## config.mk

```make
export PLATFORM = sky130hd
export DESIGN_NAME = bounded_top_n_sorted_set_top
export DESIGN_NICKNAME = d
export VERILOG_FILES = /design/src/btss_pkg.sv /design/src/btss_ctrl.sv /design/src/btss_datapath.sv /design/src/bounded_top_n_sorted_set_top.sv
export SDC_FILE = /design/constraint.sdc
export NUM_CORES = 1
export LEC_CHECK = 0
export BUFFER_PORTS_ARGS = -buffer_cell sky130_fd_sc_hd__buf_2
export CORE_MARGIN = 2
export CORE_UTILIZATION = 40
export CTS_CLUSTER_DIAMETER = 120
export DETAILED_ROUTE_END_ITERATION = 10
export SLEW_MARGIN = 10
export SYNTH_ARGS = -nofsm -noshare
export SYNTH_HDL_FRONTEND = slang
export SYNTH_HIERARCHICAL = 1
export SYNTH_SLANG_ARGS = --single-unit
```

## constraint.sdc

```tcl
create_clock -name clock -period 11.3 [get_ports clock]
set_input_delay 2.26 -clock clock [delete_from_list [all_inputs] [get_ports clock]]
set_output_delay 2.26 -clock clock [all_outputs]
set_load 0.03 [all_outputs]
```

## src/btss_pkg.sv

```systemverilog
package btss_pkg;

   // Default number of values held.
   localparam int CAPACITY_DEF = 8;

   // Field widths.
   localparam int VALUE_W     = 32;
   localparam int HELD_W      = 4;
   localparam int STATUS_W    = 2;
   localparam int REQ_TDATA_W = 40;
   localparam int RSP_TDATA_W = 72;

   // Operation codes.
   localparam logic OP_INSERT = 1'b0;
   localparam logic OP_REMOVE = 1'b1;

   // Status codes.
   localparam logic [STATUS_W-1:0] STATUS_OK        = 2'd0;
   localparam logic [STATUS_W-1:0] STATUS_DUPLICATE = 2'd1;
   localparam logic [STATUS_W-1:0] STATUS_EVICTED   = 2'd2;
   localparam logic [STATUS_W-1:0] STATUS_EMPTY     = 2'd3;

   // Top value reported for an empty store.
   localparam logic signed [VALUE_W-1:0] EMPTY_TOP = -32'sd1;

   // Commands from the controller to the datapath.
   typedef struct packed {
      logic capture;
      logic commit;
   } ctl_cmd_type;

endpackage

```

## src/btss_ctrl.sv

```systemverilog
module btss_ctrl (
   input  logic                  clock,
   input  logic                  reset,
   input  logic                  req_tvalid,
   output logic                  req_tready,
   output logic                  rsp_tvalid,
   input  logic                  rsp_tready,
   output btss_pkg::ctl_cmd_type cmd
);

   localparam logic ST_IDLE   = 1'b0;
   localparam logic ST_UPDATE = 1'b1;

   logic state_ff, state_in;
   logic rsp_valid_ff, rsp_valid_in;
   logic out_free;

   // The output register can be loaded when empty or being drained this cycle.
   assign out_free   = !rsp_valid_ff || rsp_tready;
   assign req_tready = (state_ff == ST_IDLE);
   assign rsp_tvalid = rsp_valid_ff;

   // Accept a beat in idle, then commit once the output register is free.
   always_comb begin
      cmd.capture  = 1'b0;
      cmd.commit   = 1'b0;
      state_in     = state_ff;
      rsp_valid_in = rsp_valid_ff && !rsp_tready;
      case (state_ff)
         ST_IDLE: begin
            if (req_tvalid) begin
               cmd.capture = 1'b1;
               state_in    = ST_UPDATE;
            end
         end
         ST_UPDATE: begin
            if (out_free) begin
               cmd.commit   = 1'b1;
               rsp_valid_in = 1'b1;
               state_in     = ST_IDLE;
            end
         end
         default: begin
            state_in = ST_IDLE;
         end
      endcase
   end

   always_ff @(posedge clock) begin
      if (reset) begin
         state_ff     <= ST_IDLE;
         rsp_valid_ff <= 1'b0;
      end else begin
         state_ff     <= state_in;
         rsp_valid_ff <= rsp_valid_in;
      end
   end

endmodule

```

## src/btss_datapath.sv

```systemverilog
module btss_datapath #(
   parameter int CAPACITY = btss_pkg::CAPACITY_DEF
) (
   input  logic                               clock,
   input  logic                               reset,
   input  btss_pkg::ctl_cmd_type              cmd,
   input  logic [btss_pkg::REQ_TDATA_W-1:0]   req_tdata,
   output logic [btss_pkg::RSP_TDATA_W-1:0]   rsp_tdata
);

   localparam int CNT_W = $clog2(CAPACITY + 1);

   // Cell row, kept in descending order: cell 0 holds the largest value.
   logic signed [btss_pkg::VALUE_W-1:0] cell_ff [CAPACITY];
   logic signed [btss_pkg::VALUE_W-1:0] cell_in [CAPACITY];
   logic [CAPACITY-1:0] valid_ff, valid_in;
   logic [CAPACITY-1:0] gt_ff, eq_ff;
   logic [CAPACITY-1:0] gt_in, eq_in;
   logic [CNT_W-1:0]    count_ff, count_in;

   logic                                op_ff;
   logic signed [btss_pkg::VALUE_W-1:0] value_ff;
   logic signed [btss_pkg::VALUE_W-1:0] req_value;
   logic                                duplicate;
   logic                                full;
   logic                                empty;
   logic [btss_pkg::STATUS_W-1:0]       status;
   logic signed [btss_pkg::VALUE_W-1:0] evicted;
   logic signed [btss_pkg::VALUE_W-1:0] top;
   logic [btss_pkg::RSP_TDATA_W-1:0]    rsp_ff, rsp_in;

   assign req_value = req_tdata[btss_pkg::VALUE_W:1];

   // Per-cell compare of the incoming value against each held value.
   always_comb begin
      for (int i = 0; i < CAPACITY; i++) begin
         gt_in[i] = valid_ff[i] && (cell_ff[i] > req_value);
         eq_in[i] = valid_ff[i] && (cell_ff[i] == req_value);
      end
   end

   assign duplicate = |eq_ff;
   assign full      = valid_ff[CAPACITY-1];
   assign empty     = !valid_ff[0];

   // Next contents of each cell: shift toward the tail on insert, toward the head on remove.
   for (genvar i = 0; i < CAPACITY; i++) begin : g_cell
      logic signed [btss_pkg::VALUE_W-1:0] ins_val;
      logic signed [btss_pkg::VALUE_W-1:0] rem_val;
      logic                                ins_vld;
      logic                                rem_vld;

      if (i == 0) begin : g_head
         assign ins_val = gt_ff[i] ? cell_ff[i] : value_ff;
         assign ins_vld = 1'b1;
      end else begin : g_body
         assign ins_val = gt_ff[i]   ? cell_ff[i] :
                          gt_ff[i-1] ? value_ff   : cell_ff[i-1];
         assign ins_vld = valid_ff[i-1];
      end

      if (i == CAPACITY - 1) begin : g_tail
         assign rem_val = cell_ff[i];
         assign rem_vld = 1'b0;
      end else begin : g_mid
         assign rem_val = cell_ff[i+1];
         assign rem_vld = valid_ff[i+1];
      end

      always_comb begin
         cell_in[i]  = cell_ff[i];
         valid_in[i] = valid_ff[i];
         if (op_ff == btss_pkg::OP_INSERT) begin
            if (!duplicate) begin
               cell_in[i] = ins_val;
               if (!full) begin
                  valid_in[i] = ins_vld;
               end
            end
         end else if (!empty) begin
            cell_in[i]  = rem_val;
            valid_in[i] = rem_vld;
         end
      end
   end

   // Status, evicted value and count for the operation being committed.
   always_comb begin
      status   = btss_pkg::STATUS_OK;
      evicted  = '0;
      count_in = count_ff;
      if (op_ff == btss_pkg::OP_INSERT) begin
         if (duplicate) begin
            status = btss_pkg::STATUS_DUPLICATE;
         end else if (full) begin
            status  = btss_pkg::STATUS_EVICTED;
            evicted = gt_ff[CAPACITY-1] ? value_ff : cell_ff[CAPACITY-1];
         end else begin
            count_in = count_ff + CNT_W'(1);
         end
      end else if (empty) begin
         status = btss_pkg::STATUS_EMPTY;
      end else begin
         count_in = count_ff - CNT_W'(1);
      end
   end

   assign top    = valid_in[0] ? cell_in[0] : btss_pkg::EMPTY_TOP;
   assign rsp_in = {2'b00, evicted, status, btss_pkg::HELD_W'(count_in), top};
   assign rsp_tdata = rsp_ff;

   // Control state: valid bits and count.
   always_ff @(posedge clock) begin
      if (reset) begin
         valid_ff <= '0;
         count_ff <= '0;
      end else if (cmd.commit) begin
         valid_ff <= valid_in;
         count_ff <= count_in;
      end
   end

   // Payload registers.
   always_ff @(posedge clock) begin
      if (cmd.capture) begin
         op_ff    <= req_tdata[0];
         value_ff <= req_value;
         gt_ff    <= gt_in;
         eq_ff    <= eq_in;
      end
      if (cmd.commit) begin
         cell_ff <= cell_in;
         rsp_ff  <= rsp_in;
      end
   end

endmodule

```

## src/bounded_top_n_sorted_set_top.sv

```systemverilog
// A request beat is accepted in idle, with its compares over the cell row captured;
// the shift is committed and its result registered once the output register is free.
// No new request is taken until the previous one has been committed.
// A request is accepted while a finished result still waits in the output register.
// Reset (synchronous, active high) empties the store and drops any pending result.
module bounded_top_n_sorted_set_top #(
   parameter int CAPACITY = btss_pkg::CAPACITY_DEF
) (
   input  logic                             clock,
   input  logic                             reset,
   input  logic                             req_tvalid,
   output logic                             req_tready,
   // op [0], new_value [32:1], zero [39:33]
   input  logic [btss_pkg::REQ_TDATA_W-1:0] req_tdata,
   output logic                             rsp_tvalid,
   input  logic                             rsp_tready,
   // top_value [31:0], held_count [35:32], status [37:36], evicted_value [69:38], zero [71:70]
   output logic [btss_pkg::RSP_TDATA_W-1:0] rsp_tdata
);

   btss_pkg::ctl_cmd_type cmd;

   btss_ctrl u_ctrl (
      .clock      (clock),
      .reset      (reset),
      .req_tvalid (req_tvalid),
      .req_tready (req_tready),
      .rsp_tvalid (rsp_tvalid),
      .rsp_tready (rsp_tready),
      .cmd        (cmd)
   );

   btss_datapath #(
      .CAPACITY (CAPACITY)
   ) u_datapath (
      .clock     (clock),
      .reset     (reset),
      .cmd       (cmd),
      .req_tdata (req_tdata),
      .rsp_tdata (rsp_tdata)
   );

endmodule

```

=== Word level (Yosys, flattened, before mapping) ===
Index checks and enable logic that the tools add are counted.

* Flip-flop bits (word level): 389
* Bits of input ports: 44
* Output and inout bits: 74
* Logic and storage cells: 168

* Add/subtract/negate cells: 2
* Order comparisons: 8
* Equality and inequality tests: 17
* Mux-type cells: 84
* Bitwise gates (word level): 5
* Reduce and logical (&&, ||, !) cells: 31

{| class="wikitable"
|+ Operator list
! operator !! number
|-
| $mux 32 || 36
|-
| $eq 32x32->1 || 8
|-
| $gt 32x32->1 || 8
|-
| $mux 1 || 39
|-
| $reduce_and 4->1 || 8
|-
| $logic_and 1x1->1 || 17
|-
| $mux 4 || 4
|-
| $ne 2x2->1 const B || 7
|-
| $reduce_or 10->1 || 1
|-
| $mux 2 || 4
|-
| $reduce_or 8->1 || 1
|-
| $not 1->1 || 5
|-
| $add 4x1->4 const B || 1
|-
| $ne 2x1->1 const B || 2
|-
| $sub 4x1->4 const B || 1
|-
| $reduce_and 3->1 || 1
|-
| $logic_not 1->1 || 2
|-
| $pmux 1 s2 || 1
|-
| $logic_or 1x1->1 || 1
|}

=== Longest topological paths before layout ===
Gate-level depths: netlist of run 1.

* Depth in word-level cells: 5
* Depth in mapped cells: 8
* Mapped depth without buffers: 8

=== By module ===
The synthesis of run 1 kept the hierarchy.

{| class="wikitable"
|+ By module, submodules not included
! module !! instances !! cells an instance !! area each (µm²) !! seq. area each (µm²)
|-
| btss_datapath || 1 || 2108 || 23830.4 || 11501.0
|-
| btss_ctrl || 1 || 9 || 87.6 || 40.0
|}

=== Least setup slack after synthesis of run 1 ===
No wires, ideal clock.

* Path kind: input to register
* Start point: input rsp_tready
* End point: register u_datapath.cell_ff (netlist bit u_datapath/g_cell[0].rem_val[0]) (enable)
* Library setup time: 0.466 ns
* Arrival: 6.583 ns
* Required time: 10.834 ns
* Slack: 4.251 ns
* Stages on the path: 5
* Path buffers: 1
* Cells stage by stage: nand2b_1 and2_2 clkbuf_1 nand2_1 o21ai_0

{| class="wikitable"
|+ RTL lines
! what !! RTL line !! source
|-
| start: declaration || bounded_top_n_sorted_set_top.sv:16 || <nowiki>input logic rsp_tready,</nowiki>
|-
| end signal: assignment || btss_datapath.sv:132 || <nowiki>cell_ff <= cell_in;</nowiki>
|-
| end: declaration || btss_datapath.sv:14 || <nowiki>logic signed [btss_pkg::VALUE_W-1:0] cell_ff [CAPACITY];</nowiki>
|}

==> results of run 1 <==
[worst max-delay path by stage]
stage	start	endpoint	slack, ps	depth (start not counted)
after floorplan	rsp_tready	u_datapath/g_cell[0].rem_val[0]	4250	5
after global placement	rsp_tready	u_datapath/g_cell[2].rem_val[24]	5900	7
after detailed placement	rsp_tready	u_datapath/g_cell[2].rem_val[24]	5870	7
after CTS	rsp_tready	u_datapath/g_cell[2].rem_val[20]	6460	7
after global routing	rsp_tready	u_datapath/g_cell[2].rem_val[28]	6310	7
final	rsp_tready	u_datapath/g_cell[2].rem_val[20]	6470	7
[worst min-delay path, delay by kind of cell (launching register included)]
family	cells	cell delay [ps]
simple gates	1	80
mux	1	70
flops	1	340
[cells in the final DEF (no fill, tap or decap), drive strengths merged, types with 5 or more instances in the layout]
cell type / n
a221oi: 5
edfxtp: 375
nor2: 75
nor4: 14
a21boi: 8
ha: 258
xnor2: 5
buf: 134
and4: 13
a21oi: 98
dfxtp: 14
mux2: 31
o211ai: 10
inv: 51
a2111oi: 7
nor2b: 16
clkinvlp: 6
nand4: 39
clkinv: 15
o31ai: 7
nand3b: 6
clkbuf: 53
and3: 8
nand2: 253
a211oi: 5
nand3: 43
nand2b: 34
a21o: 24
mux2i: 335
o21ai: 222
bufinv: 10
a221o: 14
[kinds of logic (layout without fill, tap and decap cells)]
kind of cell | count (synthesis) | count (layout) | share of synthesized area (%)
buf+inv | 182 | 269 | 3.02
xor+xnor | 5 | 5 | 0.183
flops | 389 | 389 | 48.3
mux | 366 | 366 | 15.5
compound gates | 404 | 404 | 9.57
other cells | 1 | 2 | 0.0157
fa+ha+maj | 258 | 258 | 13.5
simple gates | 512 | 512 | 9.98
[flip-flops by register name, indices dropped and copies added (netlist names)]
signal                     count
u_datapath/rsp_tdata          70
u_ctrl/state_ff                1
u_datapath/g_cell.rem_val    224
u_datapath/eq_ff               8
u_datapath/value_ff           32
u_ctrl/rsp_tvalid              1
u_datapath/count_ff            4
u_datapath/op_ff               1
u_datapath/cell_ff            32
u_datapath/valid_ff            8
u_datapath/gt_ff               8
[metal layers]
layer | track usage [%] | vias up
met5 | 0 | -
met3 | 2.97 | 118
met1 | 31.7 | 8506
met4 | 7.25 | 0
met2 | 34.3 | 600
li1 | - | 8047
[through the flow]
step | util (%) | hold slack (ps) | worst slack (ps) | cell area [sq um] | cells
floorplan | - | 482 | 4250 | 23900 | 2118
global placement | 42.7 | 493 | 5900 | 25200 | 2894
detailed placement | 42.7 | 518 | 5870 | 25200 | 2894
CTS | 45.5 | 532 | 6460 | 26800 | 2978
global route | 45.5 | 566 | 6310 | 26800 | 2978
finish | 45.5 | 525 | 6470 | 26800 | 2978
[cells in the mapped netlist, types with 15 or more instances]
cell type / count
nor2_1: 74
inv_1: 51
o21ai_0: 222
nand2_1: 253
a21oi_1: 97
nand4_1: 39
clkbuf_1: 106
mux2_2: 31
a21o_1: 24
ha_1: 258
nand2b_1: 34
nand3_1: 43
edfxtp_1: 375
nor2b_1: 15
mux2i_1: 335
[area by class of cell]
class	instances	share of cell area, %
Timing Repair Buffer	134	2.74
Tap cell	773	3.60
Clock buffer	53	4.63
Multi-Input combinational cell	1547	43.8
Clock inverter	31	1.55
Sequential cell	389	43.0
Inverter	51	0.713
[power breakdown]
| group | internal, mW | switching [mW] |
|---|---|---|
| combinational | 0.120 | 0.205 |
| clock | 1.01 | 0.631 |
| sequential | 1.61 | 0.0354 |
==> results.ini, run 1 <==
[worst_setup_path]
rr_worst_depth=6
cp.buffers_inverters=3
crit-reg2reg-launch=u_datapath/eq_ff[5]
regToRegSetupSlack_ps=7740
critPathKind=input pin to register
crit_path_max_fanout=52
cp.required_ps=11550
crit_chain=buf_2, nand2b_1, and2_4, buf_4, nand2_1, o21ai_4, buf_4
cpMostUsedCell=buf_4
cp.arrival_ps=5080
start_kind=input pin
worst_path_dominant_cell_family=buffers and inverters
max_stage_delay_ps=820
cp-end-kind=register
regToRegEndpoint=u_datapath/g_cell[2].rem_val[20]
cpMaxStageDelayCell=o21ai_4

[drt]
wl_met3_mm=4.53
wl_per_cell_um=23.4
via_per_inst=5.80
final_antenna_net_count=0
dr.first_iter.drc_count=1620
drc=0
dr.pass1.iters=5
wl_met2_mm=31.1
wl_met1_mm=32.1
vias=17271
dr.max_layer_used=met4
routed_wl_mm=69.8

[logic_synthesis]
ys_types=47
yosysSeqAreaShare_pct=48.3
yosys.area.top_type=edfxtp_1
synth_top_area_share_pct=47.1
syn-cell-area_sq_um=23900
ys_top_cells_by_area=edfxtp_1, mux2i_1, ha_1, o21ai_0, nand2_1
ys_async_sr_fraction_pct=0
ys_ff_latch=389
synth_edf_count=375
yosys_warnings=6
yosys_most_used_dff=edfxtp_1
synthCells=2117
syn_avg_cell_area_sq_um=11.3

[timing]
period_needed_ps=4830
setup_violations=0
slew_headroom_pct=15.6
rsz0062_at_grt=false
post-route-period-util_pct=42.8
maxSlewViolCount=0
fin_skew_ps=27.5
worst_pin_slew_ps=1250
final_hold_viol_count=0
setup_tns_ps=0
fmax_mhz=207

[clock_tree]
numCtsBuffers=47
ctsHoldBuffers=0
cts-resized-gates=0
cts_sinks=389
post_cts_buffers=0
cts_tree=done
clk_pin_slew_worst_paths_ps=60
clkLatencyLatePin_ps=600
clockBufferDepth=3
root_buffer=clkbuf_16
h-tree-depth=2

[place]
numPortBuffers=108
hpwlAfterDp_mm=47.5
routabilityCongestion=0.916

[outcome]
outcome=finished, final reports clean

[floorplanning]
io_pins=118
die_x_um=249
core_area_sq_um=59000
rows=89
start_util_pct=40.5
chipHeight_um=249
dieArea_sq_um=61800

[power_and_ir_drop]
fin_total_pwr_mw=3.62
power.leakage_nw=10.3
vdd.ir_drop.worst_v=0.0000908
power_density_nw_per_um2=135

[layout]
area_growth_pct=12.2
nFillCells=5428
layout.nets=2472
regArea_sq_um=11500
multi_input_area_sq_um=11700
drive_above_1_share_pct=11.5
antennaDiodeCount=0

[global_routing]
grt_max_degree=99
globalRouteOverflowTotal=0
grt_pass1_wl_mm=106
grt_pass1_vias=17305
antenna_found_initial=0
grt_use_total_pct=22.1

[worst_hold_path]
min-delay-start=u_datapath/count_ff[3]
hp-class=register to register
holdPathEnd=u_datapath/count_ff[3]
whs_path_depth=2

[job]
maxCapViolCount=0

No activity file was read; power rests on OpenSTA's default activity.
==> run 2, diff against run 1 <==
Clock period 11.3 ns to 4 ns, I/O delays scaled along.
==> run 2 against run 1 <==
  * Clock-buffer cell count rose by 6
  * Sequential share of layout area fell by 0.19 points
  * Sequential cell count did not move
  * Critical path depth fell by 1
  * Cell area rose by 0.44%
  * Non-clock buffer count rose by 14
  * Total power rose to 2.8 times the previous value
  * Utilization rose by 0.20 points
  * Die area did not move
  * Critical endpoint is now u_datapath/g_cell[5].rem_val[2]
==> results.ini, run 2 (same netlist as run 1, synthesis figures left out) <==
[outcome]
outcome=finished, final reports clean

[clock_tree]
cts_sinks=389  ; unchanged
cts-resized-gates=0  ; unchanged
h-tree-depth=2  ; unchanged
root_buffer=clkbuf_16
clockBufferDepth=3  ; unchanged
clk_pin_slew_worst_paths_ps=60  ; about the same
clkLatencyLatePin_ps=600  ; about the same
cts_tree=done
ctsHoldBuffers=0  ; unchanged
numCtsBuffers=48  ; +2.1%
post_cts_buffers=0  ; unchanged

[global_routing]
grt_use_total_pct=22.6  ; +0.53 points
antenna_found_initial=1  ; +1
grt_pass1_wl_mm=107  ; +1.7%
grt_max_degree=183  ; +85%
globalRouteOverflowTotal=0  ; unchanged
grt_pass1_vias=17443  ; +0.80%

[place]
hpwlAfterDp_mm=49.4  ; +4.1%
numPortBuffers=108  ; unchanged
routabilityCongestion=0.908  ; -0.91%

[layout]
final_common_cell=edfxtp_1
postLayoutCoreUtil_pct=45.7  ; +0.20 points
layout.nets=2487  ; +0.61%
drive_above_1_share_pct=11.8  ; +0.36 points
largest_register_ffs=224  ; unchanged
final_cell_mix=edfxtp_1, mux2i_1, ha_1
area_growth_pct=12.7
nFillCells=5518  ; +1.7%

[floorplanning]
io_pins=118  ; unchanged
die_x_um=249  ; unchanged
dieArea_sq_um=61800  ; unchanged
core_area_sq_um=59000  ; unchanged
start_util_pct=40.5  ; unchanged
chipHeight_um=249  ; unchanged
rows=89  ; unchanged

[worst_setup_path]
crit_path_max_fanout=25  ; -52%
start_kind=register
cp.required_ps=4230  ; -7320 ps
cp-end-kind=register
cp.arrival_ps=3760  ; -1320 ps
rr_worst_depth=6  ; unchanged
critPathKind=register to register

[timing]
fin_skew_ps=30.9  ; +3.36 ps
fmax_mhz=283
final_hold_viol_count=0  ; unchanged
slew_headroom_pct=28.1  ; +12 points
post-route-period-util_pct=88.2
setup_tns_ps=0  ; unchanged
rsz0062_at_grt=false
setup_violations=0  ; unchanged
period_needed_ps=3530
worst_pin_slew_ps=1080  ; -175 ps
maxSlewViolCount=0  ; unchanged

[power_and_ir_drop]
vdd.ir_drop.worst_v=0.000318  ; +250%
power_density_nw_per_um2=376  ; +180%
fin_total_pwr_mw=10.1  ; +180%
power.leakage_nw=10.4  ; +0.82%

[drt]
dr.first_iter.drc_count=1820  ; +12%
dr.pass1.iters=5  ; unchanged
wl_per_cell_um=23.7  ; +1.1%
routed_wl_mm=71.1  ; +1.8%
final_antenna_net_count=0  ; unchanged
drc=0  ; unchanged
vias=17391  ; +0.69%
via_per_inst=5.80  ; about the same

[job]
maxCapViolCount=0  ; unchanged

[worst_hold_path]
hp-class=input pin to register
whs_path_depth=1  ; -1

-- run 2: cell count changes in the layout (fill, tap and decap cells not counted), moves of 2 or more --
| cell | before | now |
|---|---|---|
| bufinv_16 | 10 | 8 |
| clkinvlp_4 | 6 | 0 |
| clkinv_1 | 6 | 8 |
| clkinv_2 | 8 | 10 |
| buf_4 | 26 | 35 |
| buf_12 | 0 | 5 |
| clkbuf_1 | 4 | 10 |
-- run 2: worst paths after layout --
check,from,to,slack [ps]
max,u_datapath/eq_ff[5],u_datapath/g_cell[5].rem_val[2],470
min reg2reg,u_datapath/count_ff[3],u_datapath/count_ff[3],530
min,req_tdata[21],u_datapath/value_ff[20],390
max reg2reg,u_datapath/eq_ff[5],u_datapath/g_cell[5].rem_val[2],470
-- run 2: where the power goes --
part	leakage [nW]	internal [mW]	switching, mW	total, mW
logic	6.13	0.348	0.590	0.937
clock network	0.791	2.74	1.82	4.56
registers	3.47	4.55	0.0976	4.65
-- run 2: stage by stage --
step	cells	instance area, sq um	setup slack, ps	hold WS, ps
CTS	2996	27000	580	363
finish	2997	27000	471	390
global placement	2908	25300	570	496
floorplan	2118	23900	269	482
detailed placement	2908	25300	565	511
global route	2996	27000	357	375
-- run 2: layout make-up --
type                            count  area, sq um  area share [%]
Antenna cell                        1         2.50         0.00928
Clock buffer                       59         1250            4.65
Clock inverter                     29          354            1.31
Inverter                           51          191           0.710
Multi-Input combinational cell   1547        11700            43.6
Sequential cell                   389        11500            42.8
Tap cell                          773          967            3.59
Timing Repair Buffer              148          903            3.35
-- run 2: critical path, cell delays in order (launching register included) --
cell,delay (ps)
edfxtp_1,370
nor4_1,600
nand2_1,230
nor2_1,440
nand2_1,500
o21ai_4,530
buf_4,480
-- run 2: metal layers --
metal / routed length (um) / track usage [%] / vias to the layer above
met5: 0 / 0 / -
met2: 32600 / 36.3 / 605
li1: - / - / 8088
met1: 31300 / 30.9 / 8574
met3: 4680 / 3.62 / 124
met4: 2430 / 7.77 / 0
